`src/sv/fftc_pkg.sv`:
```
// Package for the five-tuple flow counter table: key and entry layouts,
// command and status codes, default table geometry. No dependencies.
package fftc_pkg;

	localparam int FFTC_BUCKETS = 256;
	localparam int FFTC_WAYS    = 4;

	// Command codes carried in the low bits of the input tuser.
	localparam logic [1:0] CMD_ADD   = 2'd0;
	localparam logic [1:0] CMD_READ  = 2'd1;
	localparam logic [1:0] CMD_CLEAR = 2'd2;

	// Result status codes.
	localparam logic [2:0] STAT_HIT     = 3'd0;
	localparam logic [2:0] STAT_INSERT  = 3'd1;
	localparam logic [2:0] STAT_DROP    = 3'd2;
	localparam logic [2:0] STAT_READ    = 3'd3;
	localparam logic [2:0] STAT_CLEARED = 3'd4;

	// Normalized flow key: IPv4 keys carry zero upper address bits.
	typedef struct packed {
		logic        ipv6;
		logic [63:0] src_hi;
		logic [63:0] src_lo;
		logic [63:0] dst_hi;
		logic [63:0] dst_lo;
		logic [31:0] ports;   // source port high, destination port low
		logic [7:0]  proto;
	} key_t;

	typedef struct packed {
		key_t        key;
		logic [31:0] packets;
		logic [63:0] bytes;
	} entry_t;

	// Memory access controls from the sequencer to the table memories.
	typedef struct packed {
		logic rd_en;
		logic used_we;
		logic row_we;
	} mem_ctl_t;

endpackage

```
`src/sv/fftc_hash.sv`:
```
// Bucket hash for the flow table: XOR-shift hash of the key followed by a
// reduction modulo the bucket count through a reciprocal multiply. Uses fftc_pkg.
module fftc_hash import fftc_pkg::*; #(
	parameter int BUCKETS = FFTC_BUCKETS
) (
	input  logic                       clk,
	input  logic                       arst_n,
	input  logic                       start,
	input  key_t                       key,
	output logic                       bkt_valid,
	output logic [$clog2(BUCKETS)-1:0] bkt
);

	localparam int BW = $clog2(BUCKETS);
	localparam int K  = 32 + BW;
	// floor(2^K / BUCKETS) fits in 33 bits; the quotient it gives is low by at most one.
	localparam logic [63:0] RECIP = (64'd1 << K) / 64'(BUCKETS);

	logic [23:0] mix;
	logic [31:0] t, hv4, hv6, h0, h;
	logic [31:0] sw, dw;

	logic        v_s1, v_s2, v_s3, v_s4;
	logic [31:0] h_s1, h_s2, q_s2;
	logic [32:0] r_s3;
	logic [BW-1:0] bkt_s4;
	logic [64:0] prod;
	logic [48:0] qb;

	always_comb begin
		mix = {key.ports[31:16], 8'd0} ^ {8'd0, key.ports[15:0]} ^ {16'd0, key.proto};
		t   = {8'd0, mix} >> 5;
		sw  = key.src_hi[63:32] ^ key.src_hi[31:0] ^ key.src_lo[63:32] ^ key.src_lo[31:0];
		dw  = key.dst_hi[63:32] ^ key.dst_hi[31:0] ^ key.dst_lo[63:32] ^ key.dst_lo[31:0];
		hv4 = key.src_lo[31:0] ^ (key.dst_lo[31:0] << 13) ^ t;
		hv6 = t ^ sw ^ (dw << 7);
		h0  = key.ipv6 ? hv6 : hv4;
		h   = h0 ^ (h0 >> 16);
		prod = 65'(h_s1) * 65'(RECIP[32:0]);
		qb   = 49'(q_s2) * 49'(BUCKETS);
	end

	always_ff @(posedge clk or negedge arst_n) begin
		if (!arst_n) begin
			v_s1 <= 1'b0;
			v_s2 <= 1'b0;
			v_s3 <= 1'b0;
			v_s4 <= 1'b0;
		end else begin
			v_s1 <= start;
			v_s2 <= v_s1;
			v_s3 <= v_s2;
			v_s4 <= v_s3;
		end
	end

	always_ff @(posedge clk) begin
		h_s1 <= h;
		h_s2 <= h_s1;
		q_s2 <= 32'(prod >> K);
		r_s3 <= 33'(49'(h_s2) - qb);
		if (r_s3 >= 33'(BUCKETS)) begin
			bkt_s4 <= BW'(r_s3 - 33'(BUCKETS));
		end else begin
			bkt_s4 <= BW'(r_s3);
		end
	end

	assign bkt_valid = v_s4;
	assign bkt       = bkt_s4;

endmodule

```
`config.mk`:
```
export PLATFORM = sky130hd
export DESIGN_NAME = fftc_hash
export DESIGN_NICKNAME = d
export VERILOG_FILES = /design/src/sv/fftc_pkg.sv /design/src/sv/fftc_hash.sv
export SDC_FILE = /design/constraint.sdc
export NUM_CORES = 1
export LEC_CHECK = 0
export ABC_AREA = 1
export BUFFER_PORTS_ARGS = -buffer_cell sky130_fd_sc_hd__buf_2
export CAP_MARGIN = 20
export CORE_AREA = 8 8 112 114
export DETAILED_ROUTE_END_ITERATION = 8
export DIE_AREA = 0 0 120 122
export HOLD_SLACK_MARGIN = 0.1
export PLACE_DENSITY = 0.7
export SETUP_SLACK_MARGIN = 0.05
export SLEW_MARGIN = 5
export SYNTH_ARGS = -nofsm -noshare
export SYNTH_HDL_FRONTEND = slang
export SYNTH_SLANG_ARGS = --single-unit
```
`constraint.sdc`:
```
create_clock -name clk -period 1.4 [get_ports clk]
set_input_delay 0.07 -clock clk [delete_from_list [all_inputs] [get_ports clk]]
set_output_delay 0.07 -clock clk [all_outputs]
set_load 0.02 [all_outputs]
```
==> results.json, run 1 <==
{
  "period_needed_ns": 0.862,
  "clk_pin_slew_ns": 0.07,
  "crit_buf_inv": 1,
  "hold_buffers": 2,
  "drc": 0,
  "cts_tree": "yes",
  "power_w": 0.00344,
  "via_per_inst": 3.82,
  "powerDensity_mw_per_mm2": 978,
  "drt-initial-drc-count": 64,
  "synth-main-ff-cell": "dfxtp_1",
  "postRouteAntennaNets": 0,
  "grt_pass1_wl_microns": 10000,
  "fin_worst_skew_ns": 0.00169,
  "post_cts_buffers": 0,
  "die_area_sq_mm": 0.0146,
  "r2r_start": "v_s3",
  "cp_cell_sequence": "buf_2",
  "final.period_utilization_pct": 61.6,
  "antenna_found_initial": 4,
  "synth_common_cells": "nand2_1, xnor2_1, inv_1",
  "pin_count": 309,
  "vias": 2467,
  "netlist.top_cell.by_area": "dfxtp_1",
  "cp_slowest_cell": "dfrtp_1",
  "hold_violations": 0,
  "synth-edff-count": 0,
  "ir_worst_vdd_v": 0.000532,
  "crit_fanout": 1,
  "grt_max_degree": 13,
  "post_cts_resized": 0,
  "synth_top_area_share_pct": 25.5,
  "grt_pass1_vias": 2374,
  "cts_buffers": 5,
  "drv_cap": 0,
  "crit_arrival_ns": 0.79,
  "route.met2.wl_microns": 2850,
  "criticalPathCategory": "flip-flop to output pin",
  "max_freq_mhz": 1160,
  "die_w_microns": 120,
  "drive_gt1_share_pct": 31.2,
  "wl_met3_microns": 697,
  "finalWirelength_microns": 6320,
  "fin_area_sq_mm": 0.00352,
  "wire_per_inst_microns": 9.79,
  "clock-sinks": 36,
  "critPathTopFamily": "flip-flops",
  "port_buffers": 137,
  "grt_usage_pct": 8.43,
  "core_sq_mm": 0.0107,
  "area_growth_pct": 39.8,
  "ys_types": 18,
  "rr_worst_depth": 0,
  "drt_first_pass_iters": 4,
  "cts_root_buf": "clkbuf_8",
  "cts_buffer_depth": 2,
  "gr-total-overflow": 0,
  "max_stage_delay_ns": 0.36,
  "setup_viol": 0,
  "tightest_slew_ns": 0.381,
  "relSlewSlack_pct": 74.5,
  "hp-class": "input pin to async pin",
  "r2r-end": "bkt_valid",
  "startpoint_type": "flip-flop",
  "p_leak_nw": 1.95,
  "clock_latency_ns": 0.28,
  "highest_layer": "met5",
  "status": "finished clean",
  "yosysMostFrequentCell": "nand2_1",
  "async_flop_share_pct": 11.1,
  "start_util_pct": 23.5,
  "maxSlewViolCount": 0,
  "ys_seq_area_share_pct": 29.5,
  "setup_tns_ns": 0,
  "end_kind": "output pin",
  "synth_area_sq_mm": 0.00251,
  "hpwl_microns": 5720,
  "die_h_microns": 122,
  "worstPathRequired_ns": 1.33,
  "yosys_warnings": 0,
  "synthTopCellsByArea": "dfxtp_1, xnor2_1, nand2_1",
  "final_nets": 803,
  "ctsHtreeMaxLevel": 2,
  "rows": 38,
  "fin_util_pct": 32.9,
  "ys_ff_latch": 36,
  "rsz0062_at_grt": "false",
  "wl_met1_microns": 2690,
  "syn_nets": 656,
  "avgSynthCellArea_sq_um": 7.06,
  "r2r_slack_ns": 0.92,
  "placed_area_sq_mm": 0.00338,
  "postSynthCellCount": 356,
  "gp_congestion": 0.737
}
kinds of logic after synthesis:
| kind of cell | count (synthesis) | share of synthesized area [%] |
|---|---|---|
| and+or+nand+nor | 172 | 29.5 |
| xor gates and xnor gates | 93 | 32.4 |
| buffers and inverters | 55 | 8.66 |
| DFF | 36 | 29.5 |
cell type report:
type / instances / area (sq um)
Clock inverter: 3 / 42.5
Timing Repair Buffer: 142 / 728
Sequential cell: 36 / 741
Antenna cell: 2 / 5.00
Clock buffer: 5 / 68.8
Multi-Input combinational cell: 265 / 1560
Tap cell: 140 / 175
Fill cell: 1175 / 7180
Inverter: 53 / 199
registers in the layout, indices dropped and copies added, names as in the netlist:
| register | cells |
|---|---|
| h_s1 | 8 |
| h_s2 | 8 |
| v_s1 | 1 |
| bkt_valid | 1 |
| bkt | 8 |
| r_s3 | 8 |
| v_s2 | 1 |
| v_s3 | 1 |
power by group:
part	switching, W	leakage [nW]	total (W)	internal, W
combinational	0.000639	1.58	0.00118	0.000543
clock	0.000352	0.0542	0.000878	0.000526
sequential	0.0000517	0.316	0.00138	0.00133
total	0.00104	1.95	0.00344	0.00240
metal layers:
metal,vias up,global-route usage (%)
li1,1354,-
met1,1010,9.63
met2,87,13.8
met3,12,4.49
met4,4,1.64
met5,-,0
how the worst max path moves through the flow:
stage,from,to,slack [ns],cells after the start
3_5_place_dp,key[296],h_s1[5],0.24,7
4_1_cts,bkt_valid,bkt_valid,0.52,1
6_report,bkt_valid,bkt_valid,0.54,1
2_1_floorplan,key[6],h_s1[1],0.57,6
5_1_grt,key[296],h_s1[5],0.46,7
3_3_place_gp,key[296],h_s1[5],0.24,7
cell usage in the layout, fill, tap and decap left out, types with 2 or more instances in the layout:
master	n
xor2_1	35
or2_0	2
xnor2_1	58
nand3_1	32
buf_2	137
nand3b_1	2
dfxtp_1	32
inv_1	51
clkbuf_8	5
dfrtp_1	4
buf_4	3
dlygate4sd3_1	2
nand3_2	5
diode_2	2
inv_2	2
nand2_1	121
nor2_1	6
stage by stage:
| stage | hold slack (ns) | worst slack (ns) | cells |
|---|---|---|---|
| after detailed placement | -0.119 | 0.243 | 634 |
| after global routing | 0.157 | 0.462 | 646 |
| final | 0.122 | 0.538 | 646 |
| after global placement | -0.122 | 0.243 | 634 |
| after floorplan | -0.226 | 0.565 | 356 |
| after CTS | 0.117 | 0.516 | 644 |
No activity file was read; power rests on OpenSTA's default activity.
==> inputs of run 2 (changes only) <==
--- a/config.mk
+++ b/config.mk
@@ -8,11 +8,11 @@
 export ABC_AREA = 1
 export BUFFER_PORTS_ARGS = -buffer_cell sky130_fd_sc_hd__buf_2
 export CAP_MARGIN = 20
-export CORE_AREA = 8 8 112 114
+export CORE_AREA = 8 8 114 116
 export DETAILED_ROUTE_END_ITERATION = 8
-export DIE_AREA = 0 0 120 122
+export DIE_AREA = 0 0 122 124
 export HOLD_SLACK_MARGIN = 0.1
-export PLACE_DENSITY = 0.7
+export PLACE_DENSITY = 0.68
 export SETUP_SLACK_MARGIN = 0.05
 export SLEW_MARGIN = 5
 export SYNTH_ARGS = -nofsm -noshare
==> constraint.sdc (replaced) <==
create_clock -name clk -period 0.8 [get_ports clk]
set_input_delay 0.04 -clock clk [delete_from_list [all_inputs] [get_ports clk]]
set_output_delay 0.04 -clock clk [all_outputs]
set_load 0.02 [all_outputs]
==> run 2 against run 1 <==
Compared with the run above:
- the run now ends with negative setup slack left
- largest power group is now combinational logic
- sequential cell count is the same
- sequential share of layout area shrank 4.2 points
- cell count grew 2.5%
- setup slack lost 0.55 ns
- total power grew 130%
- largest cell class unchanged
- highest routed layer is now met4
==> results.json, run 2 (synthesis gave the netlist of run 1 again) <==
{
  "status": "complete, but fails checks",
  "violations": "negative setup slack",
  "max_stage_delay_ns": 0.37,
  "drc": 0,
  "fin_cells": 662,
  "r2r-end": "v_s3",
  "die_area_sq_mm": 0.0151,
  "grt_max_degree": 13,
  "via_per_inst": 3.87,
  "clk_pin_slew_ns": 0.05,
  "crit_arrival_ns": 0.77,
  "grt_usage_pct": 8.84,
  "r2r_slack_ns": 0.33,
  "maxSlewViolCount": 0,
  "postRouteAntennaNets": 0,
  "critPathTopFamily": "flip-flops",
  "final.period_utilization_pct": 101,
  "final_nets": 818,
  "fin_worst_skew_ns": 0.00236,
  "post-place-cells": 650,
  "ir_worst_vdd_v": 0.00110,
  "criticalPathCategory": "flip-flop to output pin",
  "ctsHtreeMaxLevel": 2,
  "gp_congestion": 0.677,
  "final_common_cell": "buf_2",
  "grt_util_met1_pct": 9.26,
  "setup_viol": 1,
  "grt_pass1_wl_microns": 10800,
  "gr-total-overflow": 0,
  "period_needed_ns": 0.810,
  "drt-initial-drc-count": 69,
  "die_w_microns": 122,
  "cp_slowest_cell": "dfrtp_1",
  "max_freq_mhz": 1230,
  "die_h_microns": 124,
  "vias": 2561,
  "diodes": 0,
  "grt_pass1_vias": 2551,
  "worstPathRequired_ns": 0.76,
  "fin_area_sq_mm": 0.00446,
  "setup_tns_ns": -0.0103,
  "finalWirelength_microns": 7170,
  "cp_cell_sequence": "buf_6",
  "grt.busiest_layer": "met2",
  "clock_latency_ns": 0.27,
  "tightest_slew_ns": 0.245,
  "use_met3_pct": 3.85,
  "core_sq_mm": 0.0112,
  "start_util_pct": 22.5,
  "hold_violations": 0,
  "relSlewSlack_pct": 83.6,
  "post-place-ws_ns": -0.374,
  "pin_count": 309,
  "end_kind": "output pin",
  "area_growth_pct": 77.2,
  "p_leak_nw": 2.37,
  "placed_area_sq_mm": 0.00373,
  "setup_ws_ns": -0.0103,
  "crit_buf_inv": 1,
  "hold_ws_ns": 0.109,
  "startpoint_type": "flip-flop",
  "layout_common_cells": "buf_2, nand2_1, inv_1",
  "drive_gt1_share_pct": 50.5,
  "rr_worst_depth": 0,
  "drv_cap": 0,
  "cts_root_buf": "clkbuf_16",
  "powerDensity_mw_per_mm2": 1810,
  "r2r_start": "v_s2",
  "grtUsageMet2_pct": 16.0,
  "hp-class": "input pin to async pin",
  "antenna_found_initial": 0,
  "fillCellCount": 1117,
  "crit_fanout": 1,
  "drt_first_pass_iters": 4,
  "clock-sinks": 36,
  "cts_tree": "yes",
  "rows": 39,
  "cts_buffer_depth": 2,
  "rsz0062_at_grt": "true",
  "cts_buffers": 5,
  "crit_path_start": "bkt_valid",
  "hpwl_microns": 6140,
  "wire_per_inst_microns": 10.8,
  "port_buffers": 137
}
[run 2: cell types whose count changed in the layout (fill, tap and decap cells not counted), moves of 17 or more]
cell / previous run / this run
xnor2_1: 58 / 27
buf_4: 3 / 20
nand2_1: 121 / 103
buf_2: 137 / 112
xnor2_2: 0 / 25
buf_6: 0 / 20
[run 2: final cells by class]
| type | count | area (sq um) | area share, % |
|---|---|---|---|
| clock inverters | 3 | 90.1 | 2.02 |
| multi-input cells | 265 | 2100 | 47.1 |
| repair buffers | 157 | 1000 | 22.5 |
| flip-flops and latches | 36 | 751 | 16.8 |
| clock buffers | 5 | 125 | 2.81 |
| well taps | 143 | 179 | 4.01 |
| inverters | 53 | 211 | 4.74 |
[run 2: routing by layer]
metal | wire length (microns) | vias to the layer above
met5 | 0 | -
met4 | 87 | 0
met3 | 733 | 9
met2 | 3560 | 95
met1 | 2790 | 1078
li1 | - | 1379
[run 2: how the worst max path moves through the flow]
| stage | slack, ns | cells past startpoint | end |
|---|---|---|---|
| floorplan | 0.03 | 6 | h_s1[1] |
| finish | -0.01 | 1 | bkt_valid |
| CTS | -0.02 | 1 | bkt_valid |
| detailed placement | -0.37 | 7 | h_s1[1] |
| global route | -0.07 | 9 | h_s1[1] |
| global placement | -0.30 | 7 | h_s1[1] |
[run 2: repair_timing]
item                                   CTS  global route
setup buffers                            0             2
setup endpoints to repair               10            16
pin swaps                                3            56
resized for setup                       28            88
endpoints found under the hold margin    5             0
hold buffers                             2             0
[run 2: report_power, final]
part / total [W] / internal (W) / switching, W
clock: 0.00279 / 0.00210 / 0.000688
sequential: 0.00248 / 0.00236 / 0.000126
combinational: 0.00280 / 0.00144 / 0.00136
total: 0.00807 / 0.00589 / 0.00217
[run 2: per-stage QoR]
| stage | power (W) | utilization [%] |
|---|---|---|
| final | 0.00807 | 39.9 |
| after floorplan | 0.00392 | - |
| after global routing | 0.00852 | 39.9 |
| after detailed placement | 0.00479 | 33.4 |
| after CTS | 0.00784 | 36.2 |
| after global placement | 0.00473 | 33.4 |
==> inputs of run 3 (changes only) <==
--- a/config.mk
+++ b/config.mk
@@ -8,11 +8,11 @@
 export ABC_AREA = 1
 export BUFFER_PORTS_ARGS = -buffer_cell sky130_fd_sc_hd__buf_2
 export CAP_MARGIN = 20
-export CORE_AREA = 8 8 114 116
+export CORE_AREA = 8 8 112 114
 export DETAILED_ROUTE_END_ITERATION = 8
-export DIE_AREA = 0 0 122 124
+export DIE_AREA = 0 0 120 122
 export HOLD_SLACK_MARGIN = 0.1
-export PLACE_DENSITY = 0.68
+export PLACE_DENSITY = 0.7
 export SETUP_SLACK_MARGIN = 0.05
 export SLEW_MARGIN = 5
 export SYNTH_ARGS = -nofsm -noshare
==> constraint.sdc (replaced) <==
create_clock -name clk -period 1 [get_ports clk]
set_input_delay 0.05 -clock clk [delete_from_list [all_inputs] [get_ports clk]]
set_output_delay 0.05 -clock clk [all_outputs]
set_load 0.02 [all_outputs]
==> run 3 against run 2 <==
Compared with the run above:
- the flow now finishes without violations
- critical path depth is 2 higher
- non-clock buffer count is 10 lower
- largest cell class unchanged
- clock-buffer cell count is 2 higher
- sequential share of layout area is 4.0 points higher
- combinational power is 40% lower
- largest power group is now sequential cells
- hold slack better by 0.042 ns
- setup slack better by 0.16 ns
- via count is 3.4% lower
- first-iteration DRC count is 4.3% lower
- total power is 42% lower
- sequential cell count stayed put
- sequential power is 22% lower
==> results.json, run 3 (synthesis gave the netlist of run 1 again) <==
{
  "status": "finished clean",
  "drt-initial-drc-count": 66,
  "wire_per_inst_microns": 9.89,
  "cts_buffers": 5,
  "layout_common_cells": "buf_2, nand2_1, xnor2_1",
  "final.period_utilization_pct": 84.9,
  "hold_depth": 5,
  "r2r_slack_ns": 0.53,
  "rsz0062_at_grt": "false",
  "end_kind": "async pin",
  "drc": 0,
  "p_leak_nw": 1.97,
  "grt_pass1_vias": 2464,
  "powerDensity_mw_per_mm2": 1310,
  "antenna_found_initial": 5,
  "gp_congestion": 0.727,
  "final_common_cell": "buf_2",
  "ir_worst_vdd_v": 0.000691,
  "r2r-end": "v_s2",
  "r2r_start": "v_s1",
  "clk_pin_slew_ns": 0.07,
  "fin_cells": 651,
  "fin_worst_skew_ns": 0.00451,
  "cp_common_cell": "dlygate4sd3_1",
  "tightest_slew_ns": 0.293,
  "crit_arrival_ns": 1.32,
  "cp_cell_sequence": "dlygate4sd3_1, buf_2, dlygate4sd3_1",
  "startpoint_type": "input pin",
  "multi_input_area_sq_mm": 0.00156,
  "grt_pass1_wl_microns": 10400,
  "cts_buffer_depth": 2,
  "hp-class": "input pin to flip-flop",
  "max_stage_delay_ns": 0.64,
  "ctsHtreeMaxLevel": 2,
  "crit_fanout": 4,
  "post_cts_buffers": 0,
  "period_needed_ns": 0.849,
  "fillCellCount": 1182,
  "relSlewSlack_pct": 80.3,
  "drv_cap": 0,
  "crit_path_end": "bkt_valid",
  "gr-total-overflow": 0,
  "setup_viol": 0,
  "finalWirelength_microns": 6440,
  "hold_ws_ns": 0.150,
  "grt_max_degree": 14,
  "max_freq_mhz": 1180,
  "cts_root_buf": "clkbuf_8",
  "clock_latency_ns": 0.28,
  "post-place-cells": 638,
  "final_nets": 808,
  "post_cts_resized": 0,
  "die_h_microns": 122,
  "post-place-ws_ns": -0.0592,
  "port_buffers": 137,
  "pin_count": 309,
  "core_sq_mm": 0.0107,
  "start_util_pct": 23.5,
  "cts_tree": "yes",
  "power_w": 0.00464,
  "crit_path_start": "arst_n",
  "via_per_inst": 3.80,
  "maxSlewViolCount": 0,
  "rows": 38,
  "seq_area_sq_um": 741,
  "rr_worst_depth": 0,
  "grt_usage_pct": 8.64,
  "die_area_sq_mm": 0.0146,
  "drt_first_pass_iters": 4,
  "postRouteAntennaNets": 0,
  "clock-sinks": 36,
  "hold_violations": 0,
  "setup_ws_ns": 0.151,
  "vias": 2475,
  "drive_gt1_share_pct": 31.4,
  "area_growth_pct": 41.2,
  "criticalPathCategory": "input pin to async pin",
  "cp_slowest_cell": "dlygate4sd3_1",
  "die_w_microns": 120,
  "worstPathRequired_ns": 1.47,
  "hpwl_microns": 5780
}
[run 3: how the worst min path moves through the flow]
stage / end / slack [ns] / from
2_1_floorplan: bkt_valid / -0.25 / arst_n
3_3_place_gp: bkt_valid / -0.14 / arst_n
3_5_place_dp: bkt_valid / -0.14 / arst_n
4_1_cts: h_s1[3] / 0.14 / key[46]
5_1_grt: h_s1[3] / 0.18 / key[46]
6_report: h_s1[3] / 0.15 / key[46]
[run 3: repair_timing]
item,4_1_cts,5_1_grt
endpoints found under the setup margin,0,0
hold buffers,3,0
hold endpoints to repair,5,0
[run 3: metal layers]
metal	vias up	track usage (%)	part of all wire, %
met3	8	4.03	10
met4	6	1.87	0.20
met5	-	0	0.53
met1	1010	10.3	44
li1	1369	-	-
met2	82	14.0	45
[run 3: final cells by class]
| class | instances | area share (%) |
|---|---|---|
| antenna | 2 | 0.141 |
| clock buffer | 7 | 2.43 |
| clock inverter | 1 | 0.211 |
| inverter | 53 | 5.60 |
| multi-input combinational | 265 | 43.8 |
| sequential | 36 | 20.9 |
| tap | 140 | 4.93 |
| timing repair buffer | 147 | 22.0 |
[run 3: where the power goes]
| group | total (W) | switching (W) | internal, W |
|---|---|---|---|
| combinational | 0.00168 | 0.000898 | 0.000779 |
| sequential | 0.00193 | 0.0000737 | 0.00186 |
| clock | 0.00103 | 0.000470 | 0.000559 |
[run 3: worst max-delay path: cells and delay by family]
| family | cells | cell delay (ns) |
|---|---|---|
| buffers and inverters | 3 | 1.27 |
[run 3: metrics by stage]
stage	cell area [sq um]	setup TNS, ns	utilization (%)
finish	3550	0	33.2
global route	3550	0	33.2
CTS	3550	0	33.1
detailed placement	3420	-0.185	32.0
global placement	3420	-0.0913	32.0
floorplan	2510	0	-
